$ cat config.mk
export PLATFORM = sky130hd
export DESIGN_NAME = scar_ctrl
export DESIGN_NICKNAME = d
export VERILOG_FILES = /design/src/design/scar_pkg.sv /design/src/design/scar_ctrl.sv
export SDC_FILE = /design/constraint.sdc
export NUM_CORES = 1
export LEC_CHECK = 0
export ABC_AREA = 1
export BUFFER_PORTS_ARGS = -buffer_cell sky130_fd_sc_hd__buf_2
export CAP_MARGIN = 20
export CORE_UTILIZATION = 60
export CTS_CLUSTER_DIAMETER = 100
export DETAILED_ROUTE_END_ITERATION = 10
export PLACE_DENSITY = 0.82
export SETUP_SLACK_MARGIN = 0.05
export SLEW_MARGIN = 10
export SYNTH_ARGS = -nofsm -noshare
export SYNTH_HDL_FRONTEND = slang
export SYNTH_SLANG_ARGS = --single-unit
$ cat constraint.sdc
create_clock -name clk -period 2.37 [get_ports clk]
set_clock_uncertainty 0.15 [all_clocks]
set_input_delay 0.237 -clock clk [delete_from_list [all_inputs] [get_ports clk]]
set_output_delay 0.237 -clock clk [all_outputs]
set_load 0.02 [all_outputs]
$ cat src/design/scar_pkg.sv
// Shared types, constants and fixed-point helpers for the stereo comb/allpass reverb.
// No dependencies; every other file refers to it by scoped names.
`timescale 1ns / 1ps

package scar_pkg;

  localparam int INNER_W    = 24;
  localparam int LINE_W     = 6;
  localparam int CFG_IDX_W  = 8;
  localparam int CFG_DATA_W = 16;
  localparam int MONO_GAIN  = 983;
  localparam int MAX_BASE   = 1617;

  localparam int COMB_BASE [8] = '{1116, 1188, 1277, 1356, 1422, 1491, 1557, 1617};
  localparam int AP_BASE   [4] = '{556, 441, 341, 225};

  // register indexes
  localparam logic [CFG_IDX_W-1:0] REG_ROOM      = 8'd0;
  localparam logic [CFG_IDX_W-1:0] REG_DAMPING   = 8'd1;
  localparam logic [CFG_IDX_W-1:0] REG_WET_MAIN  = 8'd2;
  localparam logic [CFG_IDX_W-1:0] REG_WET_CROSS = 8'd3;

  localparam logic [CFG_DATA_W-1:0] ROOM_RESET      = 16'd55050;
  localparam logic [CFG_DATA_W-1:0] DAMPING_RESET   = 16'd13107;
  localparam logic [CFG_DATA_W-1:0] WET_MAIN_RESET  = 16'd24576;
  localparam logic [CFG_DATA_W-1:0] WET_CROSS_RESET = 16'd0;

  typedef enum logic [4:0] {
    OP_NONE, OP_LOAD, OP_CLR,
    OP_CRD, OP_CM1, OP_CM2, OP_CM3, OP_CM4, OP_CWR,
    OP_SAT, OP_ARD, OP_AWR,
    OP_MX1, OP_MX2, OP_MX3, OP_MX4, OP_FIN
  } dp_op_t;

  typedef struct packed {
    dp_op_t              op;
    logic [LINE_W-1:0]   line;
  } dp_cmd_t;

  typedef struct packed {
    logic clr_done;
    logic out_busy;
  } dp_status_t;

  // Delay length of a line: combs first (left, right), then allpasses.
  function automatic int line_len(input int line, input int c, input int a, input int s);
    int r;
    if (line < c) r = COMB_BASE[line & 7];
    else if (line < 2 * c) r = COMB_BASE[(line - c) & 7] + s;
    else if (line < 2 * c + a) r = AP_BASE[(line - 2 * c) & 3];
    else r = AP_BASE[(line - 2 * c - a) & 3] + s;
    return r;
  endfunction

  function automatic int comb_total(input int c, input int s);
    int t;
    t = 0;
    for (int i = 0; i < 2 * c; i++) t += line_len(i, c, 1, s);
    return t;
  endfunction

  function automatic int ap_total(input int c, input int a, input int s);
    int t;
    t = 0;
    for (int i = 2 * c; i < 2 * c + 2 * a; i++) t += line_len(i, c, a, s);
    return t;
  endfunction

  function automatic logic signed [INNER_W-1:0] sat_inner(input logic signed [47:0] v);
    logic signed [INNER_W-1:0] r;
    if (v > 48'sd8388607) r = 24'sh7FFFFF;
    else if (v < -48'sd8388608) r = 24'sh800000;
    else r = v[INNER_W-1:0];
    return r;
  endfunction

  // round half up, then arithmetic shift
  function automatic logic signed [47:0] round_sh(input logic signed [47:0] v,
                                                  input int unsigned sh);
    logic signed [47:0] r;
    r = (v + (48'sd1 <<< (sh - 1))) >>> sh;
    return r;
  endfunction

endpackage

$ cat src/design/scar_ctrl.sv
// Sequencer for the reverb: walks the clearing pass, comb lines, allpass lines and mix.
// Depends on scar_pkg (command and status types).
`timescale 1ns / 1ps

module scar_ctrl #(
  parameter int COMB_COUNT    = 8,
  parameter int ALLPASS_COUNT = 4
) (
  input  logic                 clk,
  input  logic                 rst,
  input  logic                 in_valid,
  output logic                 in_ready,
  input  scar_pkg::dp_status_t st,
  output scar_pkg::dp_cmd_t    cmd
);

  localparam int NC = 2 * COMB_COUNT;
  localparam int NL = NC + 2 * ALLPASS_COUNT;

  typedef enum logic [15:0] {
    S_CLEAR = 16'h0001, S_IDLE = 16'h0002, S_CRD = 16'h0004, S_CM1 = 16'h0008,
    S_CM2   = 16'h0010, S_CM3  = 16'h0020, S_CM4 = 16'h0040, S_CWR = 16'h0080,
    S_SAT   = 16'h0100, S_ARD  = 16'h0200, S_AWR = 16'h0400, S_MX1 = 16'h0800,
    S_MX2   = 16'h1000, S_MX3  = 16'h2000, S_MX4 = 16'h4000, S_FIN = 16'h8000
  } state_t;

  state_t                        state, state_next;
  logic [scar_pkg::LINE_W-1:0]   line, line_next;
  scar_pkg::dp_op_t              op;

  always_comb begin
    state_next = state;
    line_next  = line;
    op         = scar_pkg::OP_NONE;
    case (state)
      S_CLEAR: begin
        op = scar_pkg::OP_CLR;
        if (st.clr_done) state_next = S_IDLE;
      end
      S_IDLE: begin
        if (in_valid) begin
          op         = scar_pkg::OP_LOAD;
          state_next = S_CRD;
          line_next  = '0;
        end
      end
      S_CRD: begin op = scar_pkg::OP_CRD; state_next = S_CM1; end
      S_CM1: begin op = scar_pkg::OP_CM1; state_next = S_CM2; end
      S_CM2: begin op = scar_pkg::OP_CM2; state_next = S_CM3; end
      S_CM3: begin op = scar_pkg::OP_CM3; state_next = S_CM4; end
      S_CM4: begin op = scar_pkg::OP_CM4; state_next = S_CWR; end
      S_CWR: begin
        op        = scar_pkg::OP_CWR;
        line_next = line + 1'b1;
        if (line == scar_pkg::LINE_W'(NC - 1)) state_next = S_SAT;
        else state_next = S_CRD;
      end
      S_SAT: begin op = scar_pkg::OP_SAT; state_next = S_ARD; end
      S_ARD: begin op = scar_pkg::OP_ARD; state_next = S_AWR; end
      S_AWR: begin
        op        = scar_pkg::OP_AWR;
        line_next = line + 1'b1;
        if (line == scar_pkg::LINE_W'(NL - 1)) state_next = S_MX1;
        else state_next = S_ARD;
      end
      S_MX1: begin op = scar_pkg::OP_MX1; state_next = S_MX2; end
      S_MX2: begin op = scar_pkg::OP_MX2; state_next = S_MX3; end
      S_MX3: begin op = scar_pkg::OP_MX3; state_next = S_MX4; end
      S_MX4: begin op = scar_pkg::OP_MX4; state_next = S_FIN; end
      S_FIN: begin
        op = scar_pkg::OP_FIN;
        if (!st.out_busy) state_next = S_IDLE;
      end
      default: state_next = S_IDLE;
    endcase
  end

  always_ff @(posedge clk) begin
    if (rst) begin
      state <= S_CLEAR;
      line  <= '0;
    end else begin
      state <= state_next;
      line  <= line_next;
    end
  end

  assign in_ready = (state == S_IDLE);
  assign cmd.op   = op;
  assign cmd.line = line;

endmodule

# Yosys cells after proc, flatten, opt, wreduce, memory -nomap -nowiden
# Index checks and enable logic that the tools add are counted.
[op_classes]
bitwise_logic = 0
div_mod_pow = 0
n_eq_ne = 21
n_mul = 0
n_mux = 10
shift = 0
n_lt_le_gt_ge = 0
n_reduce_logical = 4
addsub = 1
[ops]
columns = ["op", "count"]
rows = [
  ["16-bit one-hot mux with 16 select lines", 1],
  ["5-bit one-hot mux with 16 select lines", 1],
  ["16-bit two-way mux", 3],
  ["16-bit by 1-bit equality test with 1-bit output, second input constant", 1],
  ["16-bit by 10-bit equality test with 1-bit output, second input constant", 1],
  ["16-bit by 11-bit equality test with 1-bit output, second input constant", 1],
  ["16-bit by 12-bit equality test with 1-bit output, second input constant", 1],
  ["16-bit by 13-bit equality test with 1-bit output, second input constant", 1],
  ["16-bit by 14-bit equality test with 1-bit output, second input constant", 1],
  ["16-bit by 15-bit equality test with 1-bit output, second input constant", 1],
  ["16-bit equality test, second input constant", 1],
  ["16-bit by 2-bit equality test with 1-bit output, second input constant", 1],
  ["16-bit by 3-bit equality test with 1-bit output, second input constant", 1],
  ["16-bit by 4-bit equality test with 1-bit output, second input constant", 1],
  ["16-bit by 5-bit equality test with 1-bit output, second input constant", 1],
  ["16-bit by 6-bit equality test with 1-bit output, second input constant", 1],
  ["16-bit by 7-bit equality test with 1-bit output, second input constant", 1],
  ["16-bit by 8-bit equality test with 1-bit output, second input constant", 1],
  ["16-bit by 9-bit equality test with 1-bit output, second input constant", 1],
  ["12-bit two-way mux", 1],
  ["6-bit one-hot mux with 2 select lines", 1],
  ["9-bit two-way mux", 1],
  ["6-bit by 1-bit adder with 6-bit output, second input constant", 1],
  ["6-bit by 4-bit equality test with 1-bit output, second input constant", 1],
  ["8 further kinds", 10],
]
[totals]
mem_count = 0
romBits = 0
out_inout_bits = 12
ram_bits = 0
word_cells = 38
latch_bits = 0
ff_bits = 22
input_bits = 5

# Longest topological paths before layout
# Gate-level depths: netlist of run 1.
[depth]
depth_word = 4
depth_mapped = 12
depth_no_buf = 12

# Least setup slack after synthesis of run 1
# Ideal clock, no wire load.
[synth_timing]
kind = "register to output"
start = "register state[12]"
end = "output cmd[6] in the netlist's numbering"
t_required_ps = 1983
path_stages_with_launch = 8
slack_ps = 729
path_buffers = 0
arrival_ps = 1254
path_cell_list = "dfxtp_1 > nor2_2 > nand2_4 > nor2_8 > nand2_2 > nor2_4 > inv_1 > nand4_1"
[synth_lines]
columns = ["element", "line_no", "text"]
rows = [
  ["start: declaration", "scar_ctrl.sv:27", "state_t state, state_next;"],
  ["start signal: assignment", "scar_ctrl.sv:83", "state <= state_next;"],
  ["end: declaration", "scar_ctrl.sv:14", "output scar_pkg::dp_cmd_t cmd"],
]

==> impl_metrics.py, run 1 <==
metrics = {
    "run_status": {
        "status": "finished clean",
    },
    "yosys": {
        "syn_area_um2": 1295,
        "synth_top_cell_by_area": "dfxtp_1",
        "yosys.area_share.simple_pct": 53.24,
        "synthCells": 206,
        "yosysWarnings": 0,
        "ys_types": 24,
        "synth_adder_area_share_pct": 0.9662,
        "synth_top_family_by_area": "simple AND/OR/NAND/NOR gates",
        "ys_seq_area_share_pct": 34.01,
        "syn_area_per_cell_um2": 6.286,
        "synthesis.nets": 212,
        "yosys.area_share.xor_xnor_pct": 0,
        "synth_mux_area_share_pct": 0,
        "synth_compound_area_share_pct": 3.865,
        "synth_area_leaders": "dfxtp_1, nand2_1, nor2_1",
        "synth_top_area_share_pct": 34.01,
        "ys_ff_latch": 22,
    },
    "finish": {
        "fin_cells": 251,
        "nets": 232,
        "layout_common_cells": "nand2_1, nor2_1, inv_1, dfxtp_1, buf_2",
        "diodes": 0,
        "fin_util_pct": 71.56,
        "area_growth_pct": 10.63,
        "drive_gt1_share_pct": 18.75,
        "final_common_cell": "nand2_1",
    },
    "power_and_ir_drop": {
        "combPwrFrac_pct": 16.9,
        "p_int_uw": 469.8,
        "ir_drop_uv": 358.8,
        "power.switching_uw": 194.1,
        "cellLeakagePower_uw": 0.0007284,
        "p_per_area_nw_per_um2": 463.4,
        "seq_power_share_pct": 57.5,
        "p_sw_share_pct": 29.24,
        "p_clk_share_pct": 25.6,
    },
    "critical_path": {
        "crit_chain": "nor2_2 > nand2_4 > nor2_8 > nand2_2 > nor2_4 > inv_1 > nand4_1 > buf_2",
        "crit_arrival_ns": 1.80,
        "required_ns": 1.98,
        "critPathKind": "reg2out",
        "startpoint_type": "flop",
        "crit_fanout": 7,
        "cp_slowest_cell": "dfxtp_1",
        "ff2ff_setup_slack_ns": 0.60,
        "critPathBufInv": 2,
        "crit_path_max_incr_delay_ns": 0.35,
        "worst_setup_path_end_kind": "output port",
        "cp_top_family": "simple AND/OR/NAND/NOR gates",
    },
    "sta": {
        "fin_crit_ns": 2.184,
        "slew_viol_final": 0,
        "worstMarginPinSlew_ns": 0.2891,
        "setup_viol": 0,
        "finalCritPeriodShare_pct": 92.14,
        "fmax_mhz": 457.9,
        "rsz0062_at_grt": "no",
        "hold_viol_final": 0,
        "slew_headroom_pct": 80.58,
        "setup_tns_ns": 0,
    },
    "flow_run": {
        "drv_cap": 0,
    },
    "clock_network": {
        "clk_path_buf_depth": 2,
        "post-cts-setup-buffer-count": 0,
        "cts.sinks": 22,
        "cts.htree.levels": 1,
        "clk_latency_ns": 0.31,
        "cts_buffers": 3,
        "cts_tree": "yes",
        "clk_pin_slew_ns": 0.12,
        "cts-hold-fix-buffers": 0,
        "cts-root-buf": "clkbuf_4",
    },
    "global_routing": {
        "grt_max_degree": 16,
        "antenna_found_initial": 0,
        "globalRouteTotalUtil_pct": 26.12,
        "grt_overflow_total": 0,
        "grt_pass1_vias": 1190,
        "grt_pass1_wl_mm": 4.767,
    },
    "routing": {
        "drc": 0,
        "routed_via_density": 5.159,
        "dr.pass1.iters": 4,
        "vias": 1295,
        "postRouteAntennaNets": 0,
        "wl_mm": 2.779,
        "drt_iter0_markers": 51,
        "wl_per_cell_um": 11.07,
    },
    "floorplan": {
        "core_area_um2": 2002,
        "ioPinCount": 17,
        "rows": 16,
        "start_util_pct": 64.69,
        "die_h_um": 48.46,
        "die_w_um": 48.46,
        "dieArea_um2": 2348,
    },
    "place": {
        "gp_congestion": 0.9460,
        "dp.cells": 248,
        "placement.io_buffers": 16,
        "hpwl_mm": 2.240,
    },
    "min_path": {
        "min_path_type": "in2reg",
    },
}
logic make-up after synthesis:
kind of cell               count (synthesis)
buffers and inverters                     27
and+or+nand+nor                          147
adders and majority gates                  1
DFF                                       22
AOI/OAI and AO/OA                          9
metal layers:
metal / track usage (%) / up-vias / wire length, µm
li1: - / 675 / -
met1: 30.97 / 575 / 1217
met3: 3.774 / 5 / 141
met2: 48.59 / 40 / 1385
met4: 7.353 / 0 / 36
met5: 0 / - / 0
tightest hold or removal path: cells and delay by family:
family / cells / cell delay, ns
buf+inv: 2 / 0.10
simple gates: 2 / 0.20
area by class of cell:
| cell class | count | area [µm²] |
|---|---|---|
| Tap cell | 27 | 33.78 |
| Inverter | 26 | 98.84 |
| Clock buffer | 3 | 22.52 |
| Fill cell | 168 | 569.3 |
| Multi-Input combinational cell | 157 | 757.0 |
| Timing Repair Buffer | 16 | 80.08 |
| Sequential cell | 22 | 440.4 |
stage by stage:
stage | total power [µW] | worst slack (ns) | cell area [µm²] | hold WS, ns
global placement | 494.3 | 0.5782 | 1405 | 0.3358
floorplan | 470.4 | 0.7288 | 1295 | 0.1631
global route | 697.2 | 0.05739 | 1433 | 0.1219
CTS | 661.2 | 0.1940 | 1428 | 0.1109
detailed placement | 497.4 | 0.5475 | 1405 | 0.3471
finish | 663.9 | 0.1863 | 1433 | 0.1237
sequential cells by signal, indices dropped and copies added, names as in the netlist:
register  count
line          6
state        16
power groups by stage:
| stage | combinational, µW | sequential [µW] | clock [µW] |
|---|---|---|---|
| finish | 113 | 382 | 170 |
| global route | 123 | 383 | 192 |
| global placement | 106 | 389 | 0 |
| detailed placement | 108 | 389 | 0 |
| CTS | 109 | 381 | 172 |
| floorplan | 82.1 | 388 | 0 |
final timing paths:
path,end,startpoint,cells past startpoint
setup / recovery,cmd[6],state[12],8
hold / removal,state[0],st[1],4
setup reg to reg,line[2],state[12],10
hold reg to reg,line[1],line[1],2
Yosys cell counts:
cell type  instances
o22ai_1            1
nor3_1             8
nand2_2            3
a31oi_1            1
clkinv_2           1
o21ai_1            2
inv_2              2
o21ai_0            2
dfxtp_1           22
nor3b_1            4
ha_1               1
nand2_1           53
nor2_8             1
a21oi_1            2
clkbuf_1           1
o21bai_1           1
nand3_2            1
inv_1             23
nor2_2             8
nor2_1            49
nand2_4            2
nor2_4             3
nand4_1            5
nand3_1           10
timing repair:
item / in CTS / in global routing
gates resized for setup: 0 / 2
endpoints found under the setup margin: 0 / 3
hold endpoints to repair: 0 / 0
Note: power is estimated with default switching activity, not from simulation.
==> run 2: changes to the inputs <==
Settings changed: BUFFER_PORTS_ARGS -buffer_cell sky130_fd_sc_hd__buf_2 to unset, CORE_UTILIZATION 60 to 65, DONT_BUFFER_PORTS set to 1, PLACE_DENSITY 0.82 to 0.81.
==> impl_metrics.py, run 2 (synthesis gave the netlist of run 1 again) <==
metrics = {
    "floorplan": {
        "die_h_um": 46.64,
        "die_w_um": 46.64,
        "rows": 15,
        "start_util_pct": 71.88,
        "dieArea_um2": 2175,
        "core_area_um2": 1802,
        "ioPinCount": 17,
    },
    "critical_path": {
        "ff2ff_setup_slack_ns": 0.47,
        "worst_setup_path_end_kind": "output port",
        "crit_fanout": 7,
        "crit_chain": "nor2_2 > nand2_1 > nor2_4 > nand2_2 > nand2_1 > nor2_1 > nand3_1",
        "r2r_cells": 8,
        "cpMostUsedCell": "nand2_1",
        "crit_arrival_ns": 1.80,
        "crit_path_max_incr_delay_ns": 0.35,
        "cp_slowest_cell": "dfxtp_1",
        "required_ns": 1.98,
        "r2r_end": "state[2]",
        "r2r_start": "state[6]",
        "critPathKind": "reg2out",
        "startpoint_type": "flop",
    },
    "sta": {
        "finalCritPeriodShare_pct": 92.44,
        "hold_viol_final": 0,
        "rsz0062_at_grt": "no",
        "slew_viol_final": 0,
        "slew_headroom_pct": 64.20,
        "setup_tns_ns": 0,
        "fmax_mhz": 456.4,
        "worstMarginPinSlew_ns": 0.5352,
        "setup_viol": 0,
        "whs_ns": 0.005130,
        "fin_crit_ns": 2.191,
    },
    "power_and_ir_drop": {
        "p_sw_share_pct": 27.31,
        "p_int_uw": 497.4,
        "ir_drop_uv": 434.3,
        "p_per_area_nw_per_um2": 499.0,
        "cellLeakagePower_uw": 0.0006598,
        "seq_power_share_pct": 55.7,
        "combPwrFrac_pct": 15.1,
        "p_clk_share_pct": 29.2,
        "power.switching_uw": 186.9,
    },
    "clock_network": {
        "cts.htree.levels": 1,
        "cts_buffers": 3,
        "cts.sinks": 22,
        "clk_latency_ns": 0.30,
        "cts_tree": "yes",
        "clk_pin_slew_ns": 0.11,
        "clk_path_buf_depth": 2,
        "cts-root-buf": "clkbuf_4",
    },
    "min_path": {
        "hold_start": "st[1]",
        "min_path_type": "in2reg",
        "whs_endpoint": "state[0]",
        "worstHoldPathCells": 3,
    },
    "routing": {
        "wl_met2_mm": 1.214,
        "postRouteAntennaNets": 0,
        "vias": 1249,
        "dr.pass1.iters": 4,
        "drt_iter0_markers": 31,
        "wl_mm": 2.755,
        "drc": 0,
        "routed_via_density": 5.315,
        "highest_layer": "met4",
        "wl_per_cell_um": 11.72,
        "drt-met1-wl_mm": 1.329,
        "wl_met3_um": 157,
    },
    "finish": {
        "drive_gt1_share_pct": 12.38,
        "nets": 217,
        "largestRegisters": "state (16), line (6)",
        "regMostFlops": "state",
        "final_common_cell": "nand2_1",
        "largest_reg_flops": 16,
        "diodes": 0,
        "layout_common_cells": "nand2_1, nor2_1, inv_1, dfxtp_1, nand3_1",
        "area_growth_pct": 5.894,
    },
    "global_routing": {
        "grt_overflow_total": 0,
        "grt_pass1_vias": 1039,
        "grt_max_degree": 16,
        "grt_pass1_wl_mm": 4.243,
        "antenna_found_initial": 0,
        "globalRouteTotalUtil_pct": 27.80,
    },
    "flow_run": {
        "drv_cap": 0,
    },
    "place": {
        "hpwl_mm": 2.105,
        "placement.io_buffers": 0,
        "gp_congestion": 0.8686,
    },
    "run_status": {
        "status": "finished clean",
    },
}
==> run 2: layout make-up <==
| class | instances | area [µm²] |
|---|---|---|
| inverter | 26 | 98.84 |
| fill | 162 | 430.4 |
| timing repair buffer | 1 | 10.01 |
| tap | 25 | 31.28 |
| sequential | 22 | 440.4 |
| multi-input combinational | 157 | 754.5 |
| clock buffer | 4 | 36.28 |
==> run 2: critical path: cells and delay by family (launching register included) <==
family,cells,cell delay [ns]
flops,1,0.35
simple gates,7,1.14
==> run 2: power by group through the flow <==
stage | clock, µW | combinational, µW | sequential (µW)
detailed placement | 0 | 96.0 | 389
finish | 200 | 103 | 381
floorplan | 0 | 82.1 | 388
global route | 216 | 114 | 382
CTS | 203 | 101 | 381
global placement | 0 | 93.3 | 389
==> run 2: how the worst max path moves through the flow <==
stage	endpoint	slack [ns]	from	cells after the start
floorplan	cmd[6]	0.73	state[12]	7
global placement	state[1]	0.56	state[6]	9
CTS	cmd[9]	0.21	state[6]	7
finish	cmd[9]	0.18	state[6]	7
global route	cmd[9]	0.07	state[0]	7
detailed placement	state[1]	0.52	state[6]	9
==> run 2: stage by stage <==
stage	setup WS [ns]	area [µm²]	utilization, %	instances	power, µW
final	0.1792	1371	76.11	235	684.3
after global routing	0.07039	1371	76.11	235	711.5
after CTS	0.2116	1369	75.97	235	685.5
after detailed placement	0.5153	1323	73.40	230	485.5
after global placement	0.5634	1323	73.40	230	482.5
after floorplan	0.7288	1295	-	206	470.4
==> run 2: metal layers <==
layer / vias up / GRT usage [%]
li1: 652 / -
met1: 545 / 35.58
met2: 45 / 46.94
met3: 7 / 3.529
met4: 0 / 10.86
met5: - / 0
==> run 2: timing repair <==
action                                  in CTS  in global routing
endpoints found under the hold margin       17                  0
endpoints found under the setup margin       0                  2
setup buffers                                0                  0
gates resized for setup                      0                  1
hold buffers                                 1                  0
